===== src/assert_macros.svh =====
// ---------------------------------------------------------------------------
// assert_macros: assertion wrappers
// Clocked property checks with and without a reset disable.
// ---------------------------------------------------------------------------
`ifndef ASSERT_MACROS_SVH
`define ASSERT_MACROS_SVH
`ifndef ASSERT_OFF
`define ASSERT_IMPL(label, clk, rst, prop) \
   label: assert property (@(posedge clk) disable iff (rst) prop) else $error("assertion failed");
`define ASSERT_NORST(label, clk, prop) \
   label: assert property (@(posedge clk) prop) else $error("assertion failed");
`else
`define ASSERT_IMPL(label, clk, rst, prop)
`define ASSERT_NORST(label, clk, prop)
`endif
`endif


===== src/hmoa_mod.sv =====
// ---------------------------------------------------------------------------
// hmoa_mod: serial modulo unit
// Restoring reduction of a 32-bit hash by the table size, one bit a cycle.
// ---------------------------------------------------------------------------
module hmoa_mod #(
   parameter int IDX_W = 8
) (
   input  logic               clock,
   input  logic               reset,
   input  logic               start,
   input  logic [31:0]        dividend,
   input  logic [IDX_W:0]     divisor,
   output logic               done,
   output logic [IDX_W-1:0]   remainder
);
   logic [31:0]    shift_ff, shift_in;
   logic [IDX_W:0] rem_ff, rem_in;
   logic [5:0]     cnt_ff, cnt_in;
   logic           busy_ff, busy_in;
   logic [IDX_W+1:0] trial;

   always_comb begin
      shift_in = shift_ff;
      rem_in   = rem_ff;
      cnt_in   = cnt_ff;
      busy_in  = busy_ff;
      trial    = {rem_ff, shift_ff[31]};
      if (start) begin
         shift_in = dividend;
         rem_in   = '0;
         cnt_in   = 6'd0;
         busy_in  = 1'b1;
      end else if (busy_ff) begin
         shift_in = {shift_ff[30:0], 1'b0};
         if (trial >= {1'b0, divisor}) trial = trial - {1'b0, divisor};
         rem_in = trial[IDX_W:0];
         cnt_in = cnt_ff + 6'd1;
         if (cnt_ff == 6'd31) busy_in = 1'b0;
      end
   end

   always_ff @(posedge clock) begin
      if (reset) begin
         busy_ff <= 1'b0;
         cnt_ff  <= '0;
      end else begin
         busy_ff <= busy_in;
         cnt_ff  <= cnt_in;
      end
      shift_ff <= shift_in;
      rem_ff   <= rem_in;
   end

   assign done      = busy_ff && (cnt_ff == 6'd31);
   assign remainder = rem_in[IDX_W-1:0];
endmodule


===== config.mk =====
export PLATFORM = sky130hd
export DESIGN_NAME = hmoa_mod
export DESIGN_NICKNAME = d
export VERILOG_FILES = /design/src/assert_macros.svh /design/src/hmoa_mod.sv
export SDC_FILE = /design/constraint.sdc
export NUM_CORES = 1
export LEC_CHECK = 0
export BUFFER_PORTS_ARGS = -buffer_cell sky130_fd_sc_hd__buf_2
export CAP_MARGIN = 15
export CORE_MARGIN = 2
export CORE_UTILIZATION = 45
export CTS_CLUSTER_SIZE = 24
export DETAILED_ROUTE_END_ITERATION = 6
export PLACE_DENSITY = 0.8
export RECOVER_POWER = 25
export SLEW_MARGIN = 20
export SYNTH_ARGS = -nofsm -noshare
export SYNTH_HDL_FRONTEND = slang
export SYNTH_SLANG_ARGS = --single-unit

===== constraint.sdc =====
create_clock -name clock -period 6.2 [get_ports clock]
set_clock_uncertainty 0.05 [all_clocks]
set_input_delay 0.62 -clock clock [delete_from_list [all_inputs] [get_ports clock]]
set_output_delay 0.62 -clock clock [all_outputs]
set_load 0.005 [all_outputs]

* Yosys cells after proc, flatten, opt, wreduce, memory -nomap -nowiden
Cells that the tools add are included.
Storage, ports and cells: bits of input ports 44, register bits 48, output and inout port bits 9, word-level logic and storage cells 20
Cells by class: mux-type cells 8, equality and inequality tests 1, $lt $le $gt $ge 1, reduce and logical (&&, ||, !) cells 3, add/subtract/negate cells 2
Operators by type and width (number):
- 32-bit two-way mux | 2
- 8-bit two-way mux | 2
- 10-bit by 9-bit >= comparator with 1-bit output | 1
- 9-bit two-way mux | 1
- 9-bit subtractor | 1
- 6-bit by 1-bit adder with 6-bit output (second input constant) | 1
- 6-bit by 5-bit == test with 1-bit output (second input constant) | 1
- 1-bit two-way mux | 3
- 2-bit nonzero test | 1
- 2-bit OR reduction | 1
- 1-bit logical AND | 1

* Logic depth before layout (Yosys ltp)
depth after elaboration 4, depth in mapped cells 9, depth with buffers taken out 8

* Worst setup path after synthesis
OpenSTA, ideal clock, no wires.
path type input-to-output, from input port divisor[0], to output port remainder[0], stages on the path 8, data required time 5.530 ns, arrival 2.405 ns, buffers on the path 1, path slack 3.125 ns, cell sequence ha_1 fa_1 nand2b_2 a211oi_2 o31ai_2 buf_6 a21o_1 a311oi_1
On the way: word-level cells in the longest chain between the ends 4, elaborated cells on any way between the ends 5, those cells by class add/sub (1); order compare (1); mux (3)
Ends and longest elaborated chain:
- start, declared | line hmoa_mod.sv:12 | input logic [IDX_W:0] divisor,
- 9-bit subtractor or 10-bit by 9-bit >= comparator with 1-bit output (tied branches) | line hmoa_mod.sv:35 | if (trial >= {1'b0, divisor}) trial = trial - {1'b0, divisor};
- 9-bit two-way mux (*) | line hmoa_mod.sv:35
- 8-bit two-way mux (*) | line hmoa_mod.sv:33 | end else if (busy_ff) begin
- 8-bit two-way mux (*) | line hmoa_mod.sv:28 | if (start) begin
- end, declared | line hmoa_mod.sv:14 | output logic [IDX_W-1:0] remainder
Mark *: on every way between the ends. The rest lies on a longest branch, timed or not.

* Final worst setup path
from input port start, to output port remainder[7]
On the way: word-level cells in the longest chain between the ends 1
Ends and longest elaborated chain:
- start, declared | line hmoa_mod.sv:10 | input logic start,
- 8-bit two-way mux | line hmoa_mod.sv:28
No other way between the ends.

==> run_results.csv <==
group,metric,value,unit
synth,syn_area,0.00253,mm²
global_route,met2_usage,0.295,
clock_network,postCtsSetupRepairBufs,0,
synth,ys_seq_area_frac,0.507,
clock_network,clockRootBuffer,"clkbuf_8",
synth,synth_top_flop_cell,"edfxtp_1",
setup_path,crit_path_cell_trace,"clkbuf_1 -> nor2_1 -> and2_1 -> a41oi_1 -> o31ai_1 -> buf_2",
synth,ys_ff_latch,48,
synth,yosysTopAreaCell,"edfxtp_1",
sta,hold_ws,0.420,ns
die,placementRows,27,
setup_path,crit_type,"input port to output port",
global_route,overflow,0,
global_route,use_met3,0.0523,
sta,slew_viol_final,41,
routing,wl_per_cell,14.8,µm
final_layout,syn_to_final_growth,16.2,%
pwr,switchingPower,175,µW
setup_path,cp_slowest_cell,"clkbuf_1",
clock_network,cts_resized,0,
routing,drc,0,
outcome,status,"finished with violations",
pwr,intPower,549,µW
hold_path,min_from,"reset",
clock_network,cts_sinks,48,
clock_network,cts_buffers,5,
setup_path,crit_buf_inv,2,
setup_path,reg2reg_from,"shift_ff[31]",
die,coreArea,0.00547,mm²
routing,ant_nets,0,
final_layout,drive_above_1_share,0.391,
sta,relSlewSlack,-0.357,
pwr,power_frac_seq,0.532,
global_route,antenna_found_initial,0,
synth,synthMuxAreaShare,0.142,
synth,syn_nets,265,
synth,synth.top_cell.area_share,0.380,
global_route,top_usage_layer,"met2",
setup_path,path_delay_family,"buffers and inverters",
synth,synth-edff-count,32,
synth,synth_compound_area_frac,0.122,
place,io_buffers,52,
die,initial_core_util,0.462,
die,io_pins,53,
routing,routed_wl,4930,µm
setup_path,cpPeakStageDelay,1.42,ns
synth,post_synth_xor_area_fraction,0.0312,
setup_path,crit_start,"start",
synth,ys_async_sr_fraction,0,
hold_path,holdCritPathClass,"input port to register",
setup_path,cp_data_arrival_time,3.26,ns
place,dp.final_hpwl,3550,µm
pwr,comb_power_share,0.154,
clock_network,h-tree-depth,2,
global_route,grt_pass1_vias,1833,
routing,vias_per_cell,5.39,
place,gp_congestion,0.905,
routing,num_vias,1795,
routing,drtIter0Drc,114,
setup_path,start_kind,"input port",
sta,setup_viol_count_final,0,
pwr,power.density,246,mW/mm²
synth,synth_top_family_by_area,"multiplexers",
clock_network,clkLatencyLatePin,0.30,ns
die,die_area,0.00623,mm²
final_layout,antenna_cells,0,
routing,first_pass_iters,4,
pwr,peakVddDrop,167,µV
setup_path,crit_fanout,40,
die,fp.dieH,78.9,µm
global_route,grt_max_degree,41,
sta,hold_viol,0,
global_route,grt_pass1_wl,8440,µm
clock_network,cts_tree,"built",
synth,ys.warnings.count,0,
sta,rsz0062_at_grt,"no",
sta,max_freq,255,MHz
synth,synthDistinctLibCells,49,
job,drv_cap,1,
synth,synth_common_cells,"32 x edfxtp_1, 31 x mux2_2, 16 x dfxtp_1, 16 x nor2_1, 15 x inv_1",
sta,fin_tns_setup,0,ns
sta,min_period_over_period,0.633,
synth,synthCells,210,
pwr,clkPwrFrac,0.314,
synth,synthMostInstantiatedCell,"edfxtp_1",
clock_network,clkTransAtPathRegs,0.09,ns
synth,syn-mean-instance-area,12.0,µm²
setup_path,end_kind,"output port",
synth,synthTopCellsByArea,"edfxtp_1 38%, mux2_2 14%, dfxtp_1 13%",
outcome,failed_checks,"capacitance limit, slew limit",
pwr,switching_share,0.241,
sta,tightest_slew,2.03,ns
pwr,total_leakage_power,0.00121,µW
final_layout,nets,315,
synth,synthAdderAreaFrac,0.0575,
clock_network,cts_buffer_depth,2,
global_route,met1_usage,0.208,
setup_path,critPathRequiredTime,5.53,ns
sta,finalCriticalPeriod,3.93,ns
global_route,grt_use_total,0.174,
synth,synthSimpleGateAreaFrac,0.0981,
die,die_x,78.9,µm
clock_network,hold_buffers,0,
## final cells by class
class,count,area [µm²]
Tap cell,72,90.1
Fill cell,511,2540
Inverter,15,56.3
Clock buffer,5,68.8
Multi-Input combinational cell,138,1140
Sequential cell,48,1280
Clock inverter,3,42.5
Timing Repair Buffer,52,259
## worst paths after layout
| check | depth (start not counted) | slack (ns) | endpoint |
|---|---|---|---|
| setup / recovery | 6 | 2.27 | remainder[7] |
| hold / removal | 2 | 0.42 | busy_ff |
| setup reg to reg | 8 | 3.56 | rem_ff[0] |
| hold reg to reg | 2 | 0.47 | cnt_ff[5] |
## cell usage in the layout (no fill, tap or decap), types with 2 or more instances in the layout
| cell | netlist | final |
|---|---|---|
| ha_1 | 10 | 10 |
| and2_1 | 4 | 4 |
| dfxtp_1 | 16 | 16 |
| a41oi_1 | 4 | 4 |
| a21o_1 | 3 | 3 |
| o31ai_1 | 4 | 4 |
| inv_1 | 15 | 14 |
| a211oi_2 | 2 | 2 |
| and3_1 | 2 | 2 |
| nand2b_1 | 2 | 2 |
| xnor2_1 | 4 | 4 |
| nand3_1 | 2 | 2 |
| or2_2 | 2 | 2 |
| nor3_1 | 2 | 2 |
| edfxtp_1 | 32 | 32 |
| nand4_1 | 5 | 5 |
| o21ai_0 | 5 | 5 |
| nor2_1 | 16 | 16 |
| a311oi_1 | 2 | 2 |
| a21oi_1 | 5 | 5 |
| mux2_2 | 31 | 31 |
| xor2_1 | 5 | 5 |
| nand2_1 | 6 | 6 |
| buf_2 | 1 | 51 |
| clkbuf_8 | 0 | 5 |
## cells by family after synthesis
kind of cell | count (synthesis)
AND/OR/NAND/NOR | 48
flip-flops | 48
AO/OA/AOI/OAI | 38
multiplexers | 32
buffers and inverters | 24
adder cells (fa/ha/maj) | 11
XOR/XNOR | 9
## power groups by stage
| stage | Clock (µW) | Combinational, µW | Sequential [µW] |
|---|---|---|---|
| floorplan | 0 | 81.3 | 387 |
| global placement | 0 | 106 | 391 |
| global route | 246 | 123 | 388 |
| detailed placement | 0 | 111 | 392 |
| CTS | 233 | 111 | 385 |
| finish | 227 | 111 | 385 |
## metal layers
| layer | vias to the layer above | part of all wire |
|---|---|---|
| li1 | 879 | - |
| met1 | 839 | 0.43 |
| met2 | 65 | 0.49 |
| met3 | 12 | 0.065 |
| met4 | 0 | 0.016 |
| met5 | - | 0 |
## stage by stage
stage	instance area, µm²	worst slack (ns)	util	cells	total power (µW)
after global routing	2940	1.99	0.537	333	757
after CTS	2940	2.64	0.537	333	729
after global placement	2830	2.74	0.516	325	498
after detailed placement	2830	2.68	0.516	325	503
after floorplan	2530	3.13	-	210	468
final	2940	2.27	0.537	333	723
## state kept, by name (all words and copies together) (netlist names)
register  cells
shift_ff     32
rem_ff        9
cnt_ff        6
busy_ff       1
No activity file was read; power rests on OpenSTA's default activity.
